### src/assert_macros.svh
// Assertion helpers shared by the tracker modules.
// Each macro expects clk and rst_n in scope.
`ifndef ASSERT_MACROS_SVH
`define ASSERT_MACROS_SVH

// Check a property on every clock edge outside of reset.
`define TKST_ASSERT(lbl, prop) \
  lbl: assert property (@(posedge clk) disable iff (!rst_n) prop) \
    else $error("tkst: assertion failed");

// Same check with a caller-supplied message.
`define TKST_ASSERT_MSG(lbl, prop, msg) \
  lbl: assert property (@(posedge clk) disable iff (!rst_n) prop) \
    else $error(msg);

`endif

### src/tkst_pkg.sv
package tkst_pkg;

  // top_count register
  localparam int KW = 7;

  // command codes (in_tuser)
  localparam logic CMD_ADD    = 1'b0;
  localparam logic CMD_REMOVE = 1'b1;

  // event codes (out_tuser)
  localparam int EV_W = 2;
  localparam logic [EV_W-1:0] EV_ENTER  = 2'd0;
  localparam logic [EV_W-1:0] EV_LEAVE  = 2'd1;
  localparam logic [EV_W-1:0] EV_REJECT = 2'd2;

  // shift command broadcast to every cell
  typedef struct packed {
    logic do_ins;
    logic do_rem;
  } shift_ctl_t;

  // event queue load
  typedef struct packed {
    logic first;
    logic second;
  } evq_push_t;

endpackage

### src/tkst_cell.sv
// One slot of the sorted store. Compares its entry with the broadcast key
// and, on a shift, takes the key or a neighbor's entry.
module tkst_cell import tkst_pkg::*; #(
  parameter int SCORE_WIDTH = 32,
  parameter int ID_WIDTH    = 16
) (
  input  logic                   clk,
  input  shift_ctl_t             ctl,
  input  logic                   occ,
  input  logic [SCORE_WIDTH-1:0] key_score,
  input  logic [ID_WIDTH-1:0]    key_id,
  input  logic [SCORE_WIDTH-1:0] left_score,
  input  logic [ID_WIDTH-1:0]    left_id,
  input  logic                   left_above,
  input  logic [SCORE_WIDTH-1:0] right_score,
  input  logic [ID_WIDTH-1:0]    right_id,
  output logic [SCORE_WIDTH-1:0] score,
  output logic [ID_WIDTH-1:0]    id,
  output logic                   above,
  output logic                   hit
);

  logic [SCORE_WIDTH-1:0] score_r, score_nxt;
  logic [ID_WIDTH-1:0]    id_r, id_nxt;
  logic                   gt, eq;

  assign eq    = (score_r == key_score) && (id_r == key_id);
  assign gt    = (score_r != key_score) ? (score_r > key_score) : (id_r > key_id);
  assign above = occ && gt;
  // first slot not above the key that also matches it
  assign hit   = occ && eq && left_above;

  always_comb begin
    score_nxt = score_r;
    id_nxt    = id_r;
    if (ctl.do_ins) begin
      if (left_above && !above) begin
        score_nxt = key_score;
        id_nxt    = key_id;
      end else if (!left_above) begin
        score_nxt = left_score;
        id_nxt    = left_id;
      end
    end else if (ctl.do_rem && !above) begin
      score_nxt = right_score;
      id_nxt    = right_id;
    end
  end

  always_ff @(posedge clk) begin
    score_r <= score_nxt;
    id_r    <= id_nxt;
  end

  assign score = score_r;
  assign id    = id_r;

endmodule

### config.mk
export PLATFORM = sky130hd
export DESIGN_NAME = tkst_cell
export DESIGN_NICKNAME = d
export VERILOG_FILES = /design/src/assert_macros.svh /design/src/tkst_pkg.sv /design/src/tkst_cell.sv
export SDC_FILE = /design/constraint.sdc
export NUM_CORES = 1
export LEC_CHECK = 0
export ABC_AREA = 1
export BUFFER_PORTS_ARGS = -buffer_cell sky130_fd_sc_hd__buf_2
export CAP_MARGIN = 5
export CORE_ASPECT_RATIO = 1.75
export CORE_UTILIZATION = 45
export DETAILED_ROUTE_END_ITERATION = 12
export PLACE_DENSITY = 0.81
export SLEW_MARGIN = 20
export SYNTH_ARGS = -nofsm -noshare
export SYNTH_HDL_FRONTEND = slang
export SYNTH_SLANG_ARGS = --single-unit
### constraint.sdc
create_clock -name clk -period 7.5 [get_ports clk]
set_input_delay 1.5 -clock clk [delete_from_list [all_inputs] [get_ports clk]]
set_output_delay 1.5 -clock clk [all_outputs]
set_load 0.1 [all_outputs]
==> impl_metrics.toml <==
[floorplan]
die_area_mm2 = 0.00975
die_y_um = 130
core_mm2 = 0.00904
io_pins = 199
die_x_um = 75.1
initial_core_util_pct = 46.5
num_rows = 46

[routing]
vias = 4410
remaining_drc_errors = 0
routed_wirelength_um = 11600
avgRoutedWirePerCell_um = 13.0
drtAntennaViolNets = 0
dr.pass1.iters = 5
viasPerCell = 4.94
drt_iter0_markers = 205

[pwr]
leakagePower_uw = 0.00318
p_per_area_mw_per_mm2 = 212
ir_worst_vdd_v = 0.000111

[clock_network]
cts_made_buffers = 5
cts_buffer_depth = 2
cts_setup_buffers = 0
cts_tree = "done"
cts.sinks = 48
path_clk_slew_ns = 0.06
clock-root-buffer = "clkbuf_16"
cts.repair.resized = 0
ctsHoldBuffers = 0
h-tree-depth = 2
clock_latency_ns = 0.29

[setup_path]
critPathMaxFanout = 50
r2r_cells = 14
cp-end-kind = "output port"
crit_required_ns = 6.00
critical_path_class = "in -> out"
r2r-start = "score[7]"
r2r_end = "score[23]"
rrSetupSlack_ns = 4.23
arrival_ns = 3.84
crit_path_start_kind = "primary input"

[cells_and_area]
antenna_cells = 0
drive_above_1_share_pct = 29.1
fin_area_mm2 = 0.00536
fin_nets = 970
fill_cells = 842
regArea_mm2 = 0.00144
area_delta_synth_final_pct = 27.4
multiInputGateArea_mm2 = 0.00219

[yosys]
yosysTopAreaCell = "edfxtp_1"
synth_top_area_share_pct = 34.3
syn_nets = 789
synthArstFlopShare_pct = 0
avgSynthCellArea_um2 = 7.10
synth_edf_count = 48
synth.most_common_cell = "nand2_1"
synth_seq_cells = 48
ys_top_cells_by_area = "edfxtp_1, nand2_1, ha_1, nand3_1, inv_1"
synth.cell_area_mm2 = 0.00420
syn-instance-count = 592
ys_types = 25
synthTopCellsByCount = "nand2_1, inv_1, nand3_1, edfxtp_1, ha_1"
yosysSeqAreaShare_pct = 34.3
ys.flop_type = "edfxtp_1"
yosys_warnings = 0

[sta]
finalSetupViolCount = 0
timing.setup.tns_ns = 0
worst_slew_pin_slew_ns = 0.710
fin_skew_ns = 0.00301
rsz0062_at_grt = "false"
finalWorstSetupSlack_ns = 2.16
fin_crit_ns = 5.34
timing.slew.headroom_pct = 52.7
drv_slew = 0
max_freq_mhz = 187
hold_viol = 0
post-route-period-util_pct = 71.2

[global_routing]
grt_max_degree = 52
antenna_found_initial = 0
grt-busiest-layer = "met2"
grt_first_pass_wirelength_um = 17800
grt_overflow = 0
grt.total_usage_pct = 23.9
use_met1_pct = 24.3
grtUsageMet3_pct = 4.09
grt_pass1_vias = 4194
met2_usage_pct = 44.5

[worst_hold_path]
hold_path.class = "in -> reg"
hp-start = "right_id[0]"
whs_endpoint = "id[0]"
holdPathStages = 3

[place]
gp_congestion = 0.892
io_buffer_count = 198
place_hpwl_um = 8630
post_dp_cell_area_mm2 = 0.00522
place_ws_ns = 2.14

[status]
outcome = "completed"

[job]
drv_cap = 0
==> metal layers <==
metal	routed length (µm)	part of all wire, %
met1	4260	37
met3	688	5.9
met2	6150	53
met4	504	4.3
met5	0	0
==> kinds of logic after synthesis <==
logic type / Yosys count / synth area share (%)
flops: 48 / 34.3
simple gates: 325 / 33.8
compound gates: 29 / 3.69
buf+inv: 142 / 13.9
fa+ha+maj: 48 / 14.3
==> final cells by class <==
class / instances / share of cell area (%)
repair buffers: 201 / 18.9
well taps: 120 / 2.80
flip-flops and latches: 48 / 26.9
multi-input cells: 402 / 40.8
clock buffers: 5 / 2.34
clock inverters: 2 / 0.140
inverters: 115 / 8.06
==> critical path, cell delays in order <==
cell and delay (ns):
buf_2 0.07, inv_1 0.05, ha_1 0.29, nand2_1 0.07, nor2_1 0.14, nand2_1 0.08
nor2_1 0.19, nand2_1 0.10, nand3_1 0.07, nor2_1 0.05, nand2_2 0.08, nand3_4 0.48
inv_1 0.20, buf_2 0.45
==> per-stage QoR <==
| stage | power, µW | utilization (%) | instances | hold slack, ns |
|---|---|---|---|---|
| floorplan | 812 | - | 592 | 1.69 |
| global placement | 917 | 57.7 | 886 | 1.62 |
| detailed placement | 930 | 57.8 | 886 | 1.65 |
| CTS | 1140 | 59.3 | 893 | 1.47 |
| global route | 1200 | 59.3 | 893 | 1.48 |
| finish | 1140 | 59.3 | 893 | 1.48 |
==> where the power goes <==
group	switching, µW	internal, µW
clock network	93.8	120
registers	20.6	345
logic	431	126
total	546	590
==> cells in the final DEF, fill, tap and decap left out, drive strengths merged <==
cell type    n
nand3      102
nor3         2
inv        113
nor2        18
ha          48
clkbuf       5
a21oi       19
nand2      201
o21a         2
o21ai        6
buf        201
nand4        2
edfxtp      48
clkinv       4
a21o         2
==> worst max path at each step <==
stage	endpoint	cells after the start	slack (ns)	from
detailed placement	above	14	2.14	key_score[15]
floorplan	hit	10	2.39	key_score[31]
finish	above	14	2.16	key_score[15]
global placement	above	14	2.20	key_score[15]
CTS	above	14	2.14	key_score[15]
global route	above	14	1.89	key_score[15]
==> state kept, by name, indices dropped and copies added (netlist names) <==
name,flops
score,32
id,16
No activity file was read; power rests on OpenSTA's default activity.
