<file path="config.mk">
export PLATFORM = sky130hd
export DESIGN_NAME = tkst_evq
export DESIGN_NICKNAME = d
export VERILOG_FILES = /design/src/tkst_pkg.sv /design/src/tkst_evq.sv
export VERILOG_INCLUDE_DIRS = /design/src /design/src/src
export SDC_FILE = /design/constraint.sdc
export NUM_CORES = 1
export LEC_CHECK = 0
export BUFFER_PORTS_ARGS = -buffer_cell sky130_fd_sc_hd__buf_2
export CAP_MARGIN = 20
export CORE_AREA = 2 2 101 103
export DETAILED_ROUTE_END_ITERATION = 10
export DIE_AREA = 0 0 103 105
export GPL_TIMING_DRIVEN = 0
export PLACE_DENSITY = 0.74
export SLEW_MARGIN = 20
export SYNTH_ARGS = -nofsm -noshare
export SYNTH_HDL_FRONTEND = slang
export SYNTH_SLANG_ARGS = --single-unit
</file>
<file path="constraint.sdc">
create_clock -name clk -period 2.08 [get_ports clk]
set_clock_uncertainty 0.05 [all_clocks]
set_input_delay 0.104 -clock clk [delete_from_list [all_inputs] [get_ports clk]]
set_output_delay 0.104 -clock clk [all_outputs]
set_load 0.01 [all_outputs]
</file>
<file path="src/assert_macros.svh">
// Assertion helpers shared by the tracker modules.
// Each macro expects clk and rst_n in scope.
`ifndef ASSERT_MACROS_SVH
`define ASSERT_MACROS_SVH

// Check a property on every clock edge outside of reset.
`define TKST_ASSERT(lbl, prop) \
  lbl: assert property (@(posedge clk) disable iff (!rst_n) prop) \
    else $error("tkst: assertion failed");

// Same check with a caller-supplied message.
`define TKST_ASSERT_MSG(lbl, prop, msg) \
  lbl: assert property (@(posedge clk) disable iff (!rst_n) prop) \
    else $error(msg);

`endif

</file>
<file path="src/tkst_pkg.sv">
package tkst_pkg;

  // top_count register
  localparam int KW = 7;

  // command codes (in_tuser)
  localparam logic CMD_ADD    = 1'b0;
  localparam logic CMD_REMOVE = 1'b1;

  // event codes (out_tuser)
  localparam int EV_W = 2;
  localparam logic [EV_W-1:0] EV_ENTER  = 2'd0;
  localparam logic [EV_W-1:0] EV_LEAVE  = 2'd1;
  localparam logic [EV_W-1:0] EV_REJECT = 2'd2;

  // shift command broadcast to every cell
  typedef struct packed {
    logic do_ins;
    logic do_rem;
  } shift_ctl_t;

  // event queue load
  typedef struct packed {
    logic first;
    logic second;
  } evq_push_t;

endpackage

</file>
<file path="src/tkst_evq.sv">
`include "assert_macros.svh"

// Two-word result buffer. Loaded with one or two words only when empty,
// drained one word per handshake.
module tkst_evq import tkst_pkg::*; #(
  parameter int W = 51
) (
  input  logic         clk,
  input  logic         rst_n,
  input  evq_push_t    push,
  input  logic [W-1:0] wd0,
  input  logic [W-1:0] wd1,
  output logic         empty,
  output logic         out_valid,
  input  logic         out_ready,
  output logic [W-1:0] out_data
);

  logic [W-1:0] slot0_r, slot1_r;
  logic [1:0]   cnt_r, cnt_nxt;
  logic         pop;

  assign pop       = (cnt_r != 2'd0) && out_ready;
  assign empty     = (cnt_r == 2'd0);
  assign out_valid = !empty;
  assign out_data  = slot0_r;

  always_comb begin
    cnt_nxt = cnt_r;
    if (push.first) begin
      cnt_nxt = push.second ? 2'd2 : 2'd1;
    end else if (pop) begin
      cnt_nxt = cnt_r - 2'd1;
    end
  end

  always_ff @(posedge clk) begin
    if (!rst_n) begin
      cnt_r <= 2'd0;
    end else begin
      cnt_r <= cnt_nxt;
    end
  end

  always_ff @(posedge clk) begin
    if (push.first) begin
      slot0_r <= wd0;
      slot1_r <= wd1;
    end else if (pop) begin
      slot0_r <= slot1_r;
    end
  end

  `TKST_ASSERT(a_second_needs_first, push.second |-> push.first)
  `TKST_ASSERT_MSG(a_load_when_empty, push.first |-> cnt_r == 2'd0, "tkst: load into busy queue")
  `TKST_ASSERT(a_cnt_range, cnt_r != 2'd3)

endmodule

</file>
==> impl_metrics.sql, run 1 <==
INSERT INTO impl_metrics (metric_group, metric, value, unit) VALUES
('outcome', 'run_status', 'aborted with a tool error', ''),
('outcome', 'stop_stage', '4_1_cts', ''),
('outcome', 'error_message', '[ERROR RSZ-0060] Max buffer count reached.', ''),
('floorplanning', 'initial_core_util', '0.3949', ''),
('placement', 'hpwlAfterDp', '5119', 'um'),
('floorplanning', 'dieWidth', '103', 'um'),
('synth', 'yosysSeqAreaShare', '0.8153', ''),
('clock_tree', 'cts_resized', '0', ''),
('floorplanning', 'boundaryPins', '160', ''),
('placement', 'io_buffer_count', '159', ''),
('synth', 'post_synth_num_cell_types', '16', ''),
('clock_tree', 'clock-sinks', '104', ''),
('synth', 'synth_fp_nets', '283', ''),
('clock_tree', 'htreeDepth', '3', ''),
('clock_tree', 'clock-root-buffer', 'sky130_fd_sc_hd__clkbuf_8', ''),
('clock_tree', 'post-cts-setup-buffer-count', '0', ''),
('placement', 'gp_congestion', '0.7120', ''),
('floorplanning', 'dieHeight', '105', 'um'),
('clock_tree', 'cts-buffers-inserted', '9', ''),
('clock_tree', 'cts_hold_buf', '101', ''),
('clock_tree', 'cts_buffer_depth', '2', ''),
('synth', 'synth-seq-cells', '104', ''),
('synth', 'synthesized_instance_count', '175', ''),
('floorplanning', 'std_cell_rows', '36', ''),
('synth', 'syn_avg_cell_area', '21.75', 'um2'),
('synth', 'syn-cell-area', '0.003806', 'mm2'),
('synth', 'yosysWarningCount', '0', '');
## Yosys cell counts (all sizes together)
master | number | area [um2]
nor2b | 1 | 6.260
mux2 | 51 | 574.3
ha | 1 | 12.51
buf | 6 | 46.29
a31oi | 1 | 6.260
inv | 4 | 15.01
xnor2 | 1 | 8.760
or2 | 1 | 6.260
or3 | 1 | 6.260
nor2 | 1 | 3.750
dfxtp | 2 | 40.04
edfxtp | 102 | 3063
o211a | 1 | 10.01
nand2 | 2 | 7.510
## metrics by stage
stage	utilization	instances	setup WS (ns)	cell area, um2	hold WS [ns]
floorplan	-	175	0.1138	3806	0.1529
global placement	0.4947	467	-0.9660	4768	0.2310
detailed placement	0.4952	467	-0.2016	4773	0.2324
## cell families after synthesis
group,after synthesis,synth area share
AOI/OAI and AO/OA,2,0.004275
DFF,104,0.8153
and+or+nand+nor,6,0.007892
buffers and inverters,10,0.01611
muxes,51,0.1509
xor gates and xnor gates,1,0.002302
adders and majority gates,1,0.003287
==> run 2: changes to the inputs <==
Settings changed: CORE_AREA 2 2 101 103 to 2 2 127 129, DIE_AREA 0 0 103 105 to 0 0 129 131, PLACE_DENSITY 0.74 to unset, PLACE_DENSITY_LB_ADDON set to 0.15.
==> run 2 against run 1 <==
  * The flow now finishes without violations
  * Area after synthesis is the same
  * Synthesized cell count is the same
==> impl_metrics.sql, run 2 <==
INSERT INTO impl_metrics (metric_group, metric, value, unit) VALUES
('sta', 'timing.fmax', '526.9', 'MHz'),
('global_routing', 'grt_antenna_before_repair', '0', ''),
('drt', 'route.vias.total', '2516', ''),
('global_routing', 'use_met1', '0.1247', ''),
('clock_tree', 'clock_insertion_delay_worst_skew', '0.35', 'ns'),
('clock_tree', 'clk_pin_slew', '0.07', 'ns'),
('synth', 'synth-async-reset-ratio', '0', ''),
('drt', 'drt-total-wl', '8666', 'um'),
('power_and_ir_drop', 'design_power_total', '0.004687', 'W'),
('finish', 'n_fill_cell', '1498', ''),
('global_routing', 'first_pass_grt_wire_length', '13310', 'um'),
('clock_tree', 'htreeDepth', '3', ''),
('sta', 'period_utilization', '0.9124', ''),
('floorplanning', 'dieWidth', '129', 'um'),
('sta', 'worst_hold_slack', '0.01678', 'ns'),
('synth', 'yosys_most_used_dff', 'sky130_fd_sc_hd__edfxtp_1', ''),
('critical_path', 'critPathCaptureType', 'flop', ''),
('finish', 'finalNonFillerCells', '663', ''),
('placement', 'hpwlAfterDp', '5454', 'um'),
('drt', 'routed_via_density', '3.795', ''),
('power_and_ir_drop', 'leakage', '2.468', 'nW'),
('drt', 'remaining_drc_errors', '0', ''),
('drt', 'drt_pass1_iterations', '4', ''),
('synth', 'syn_avg_cell_area', '21.75', 'um2'),
('floorplanning', 'coreArea', '0.01560', 'mm2'),
('power_and_ir_drop', 'power-per-cell-area', '766.7', 'mW/mm2'),
('placement', 'gp_congestion', '0.6736', ''),
('placement', 'place_inst', '551', ''),
('floorplanning', 'boundaryPins', '160', ''),
('clock_tree', 'clock-root-buffer', 'sky130_fd_sc_hd__clkbuf_16', ''),
('finish', 'layout.area.seq', '0.003103', 'mm2'),
('sta', 'finalWorstPathRequiredPeriod', '1.898', 'ns'),
('synth', 'synth_edf_count', '102', ''),
('floorplanning', 'dieArea', '0.01690', 'mm2'),
('outcome', 'run_status', 'complete, no violations', ''),
('synth', 'synthesized_instance_count', '175', ''),
('finish', 'multi_input_comb_area', '644.4', 'um2'),
('power_and_ir_drop', 'power.clock.fraction', '0.324', ''),
('power_and_ir_drop', 'net-switching-power', '0.001017', 'W'),
('sta', 'final_max_slew_viols', '0', ''),
('run', 'drv.max_cap_violation_count', '0', ''),
('global_routing', 'vias_in_the_first_global_route', '2658', ''),
('floorplanning', 'std_cell_rows', '46', ''),
('finish', 'insertedDiodeCount', '0', ''),
('power_and_ir_drop', 'flop_pwr_share', '0.546', ''),
('finish', 'layout-drive-gt1-share', '0.5145', ''),
('global_routing', 'busiest_layer', 'met2', ''),
('critical_path', 'worstSetupStartpointType', 'flop', ''),
('global_routing', 'global_route.overflow_total', '0', ''),
('synth', 'synth_top_area_share', '0.8047', ''),
('clock_tree', 'cts_resized', '0', ''),
('critical_path', 'critical_path_start_end_classification', 'flop to flop', ''),
('synth', 'post_synth_num_cell_types', '16', ''),
('finish', 'fraction_of_the_core_area_covered_by_cells_at_the_end_of_the_flow', '0.3919', ''),
('sta', 'tightest_slew', '0.7537', 'ns'),
('synth', 'synth-seq-cells', '104', ''),
('finish', 'nNetsFinal', '550', ''),
('power_and_ir_drop', 'cell_internal_pwr', '0.003670', 'W'),
('synth', 'yosysWarningCount', '0', ''),
('power_and_ir_drop', 'vdd_ir_drop_max', '0.3612', 'mV'),
('floorplanning', 'initial_core_util', '0.2440', ''),
('global_routing', 'grt.total_usage', '0.1060', ''),
('synth', 'yosysSeqAreaShare', '0.8153', ''),
('clock_tree', 'cts-buffers-inserted', '9', ''),
('drt', 'antenna_left', '0', ''),
('clock_tree', 'cts_tree', 'yes', ''),
('finish', 'layout.cells.most_common_list', 'sky130_fd_sc_hd__buf_2, sky130_fd_sc_hd__edfxtp_1, sky130_fd_sc_hd__dlygate4sd3_1, sky130_fd_sc_hd__mux2_2, sky130_fd_sc_hd__clkbuf_16', ''),
('sta', 'relSlewSlack', '0.4975', ''),
('sta', 'setup_viol', '0', ''),
('critical_path', 'crit_fanout', '34', ''),
('synth', 'synth.area.top_cells', 'sky130_fd_sc_hd__edfxtp_1, sky130_fd_sc_hd__mux2_2, sky130_fd_sc_hd__dfxtp_1, sky130_fd_sc_hd__buf_4, sky130_fd_sc_hd__inv_1', ''),
('synth', 'post-synth-top-count-cell', 'sky130_fd_sc_hd__edfxtp_1', ''),
('synth', 'syn-cell-area', '0.003806', 'mm2'),
('global_routing', 'pin_count_of_the_biggest_net_entering_global_routing', '54', ''),
('synth', 'synth_top_area_cell', 'sky130_fd_sc_hd__edfxtp_1', ''),
('critical_path', 'crit_arrival', '1.88', 'ns'),
('power_and_ir_drop', 'swShare', '0.2169', ''),
('critical_path', 'required', '2.07', 'ns'),
('synth', 'synth_commonest_cells', 'sky130_fd_sc_hd__edfxtp_1, sky130_fd_sc_hd__mux2_2, sky130_fd_sc_hd__buf_4, sky130_fd_sc_hd__inv_1', ''),
('floorplanning', 'dieHeight', '131', 'um'),
('finish', 'most_common_library_cell_in_the_layout_ignoring_fill_and_taps', 'sky130_fd_sc_hd__buf_2', ''),
('power_and_ir_drop', 'power_frac_comb', '0.130', ''),
('drt', 'routedWlPerCell', '13.07', 'um'),
('sta', 'hold_violations_final', '0', ''),
('sta', 'rsz0062_at_grt', 'no', ''),
('finish', 'area.growth.synth_to_final', '60.62', '%'),
('drt', 'detail_route.iter0.violations', '82', ''),
('min_path', 'hold_path_class', 'input port to flop', ''),
('global_routing', 'routing_usage_on_met3', '0.03257', ''),
('global_routing', 'groute.layer.met2.usage', '0.1715', ''),
('clock_tree', 'clock-sinks', '104', ''),
('placement', 'io_buffer_count', '159', ''),
('clock_tree', 'cts_buffer_depth', '2', ''),
('synth', 'synth_fp_nets', '283', '');
[run 2: cell counts after synthesis]
No cell type changed its count.
[run 2: per-layer routing]
metal | vias to the layer above | wire, um
li1 | 1221 | -
met5 | - | 0
met1 | 1189 | 3687
met2 | 94 | 4212
met3 | 12 | 546
met4 | 0 | 220
[run 2: final timing paths]
| check | from | endpoint | slack [ns] | cells after the start |
|---|---|---|---|---|
| setup / recovery | cnt_r[0]$_SDFFE_PN0P_ | out_data[17]$_DFFE_PP_ | 0.18 | 5 |
| hold / removal | wd0[13] | out_data[13]$_DFFE_PP_ | 0.02 | 2 |
| setup reg to reg | cnt_r[0]$_SDFFE_PN0P_ | out_data[17]$_DFFE_PP_ | 0.18 | 5 |
| hold reg to reg | slot1_r[29]$_DFFE_PP_ | out_data[29]$_DFFE_PP_ | 0.50 | 1 |
[run 2: per-stage QoR]
stage	TNS [ns]	cell area [um2]	setup slack, ns
final	0	6113	0.1823
after global routing	0	6113	0.02684
after floorplan	0	3806	0.1138
after global placement	-77.60	4872	-1.260
after detailed placement	-7.180	4897	-0.2151
after CTS	0	6113	0.1209
[run 2: power by group through the flow]
stage / combinational [W] / sequential [W] / clock, W
floorplan: 0.000156 / 0.00266 / 0
global placement: 0.000467 / 0.00261 / 0
detailed placement: 0.000481 / 0.00261 / 0
CTS: 0.000624 / 0.00256 / 0.00159
global route: 0.000669 / 0.00258 / 0.00167
finish: 0.000609 / 0.00256 / 0.00152
[run 2: area by class of cell]
| class | instances | share of cell area |
|---|---|---|
| plain buffers | 6 | 0.007573 |
| clock buffers | 10 | 0.03745 |
| inverters | 4 | 0.002456 |
| repair buffers | 256 | 0.2910 |
| flip-flops and latches | 104 | 0.5076 |
| well taps | 216 | 0.04421 |
| clock inverters | 6 | 0.004298 |
| multi-input cells | 61 | 0.1054 |
[run 2: critical path: stages, from the launching register on]
cell	delay (ns)
sky130_fd_sc_hd__dfxtp_1	0.31
sky130_fd_sc_hd__inv_1	0.06
sky130_fd_sc_hd__ha_1	0.23
sky130_fd_sc_hd__nor2b_1	0.27
sky130_fd_sc_hd__or2_4	0.37
sky130_fd_sc_hd__buf_12	0.27
[run 2: what timing repair did]
item / in CTS / in global routing
endpoints found under the hold margin: 95 / 0
hold buffers: 96 / 0
buffers inserted: 0 / 0
[run 2: cells by family after synthesis]
logic type / Yosys count / synth area share
mux: 51 / 0.1509
flops: 104 / 0.8153
compound gates: 2 / 0.004275
simple gates: 6 / 0.007892
buf+inv: 10 / 0.01611
xor+xnor: 1 / 0.002302
fa+ha+maj: 1 / 0.003287
Power figures use the tool's default switching activity.
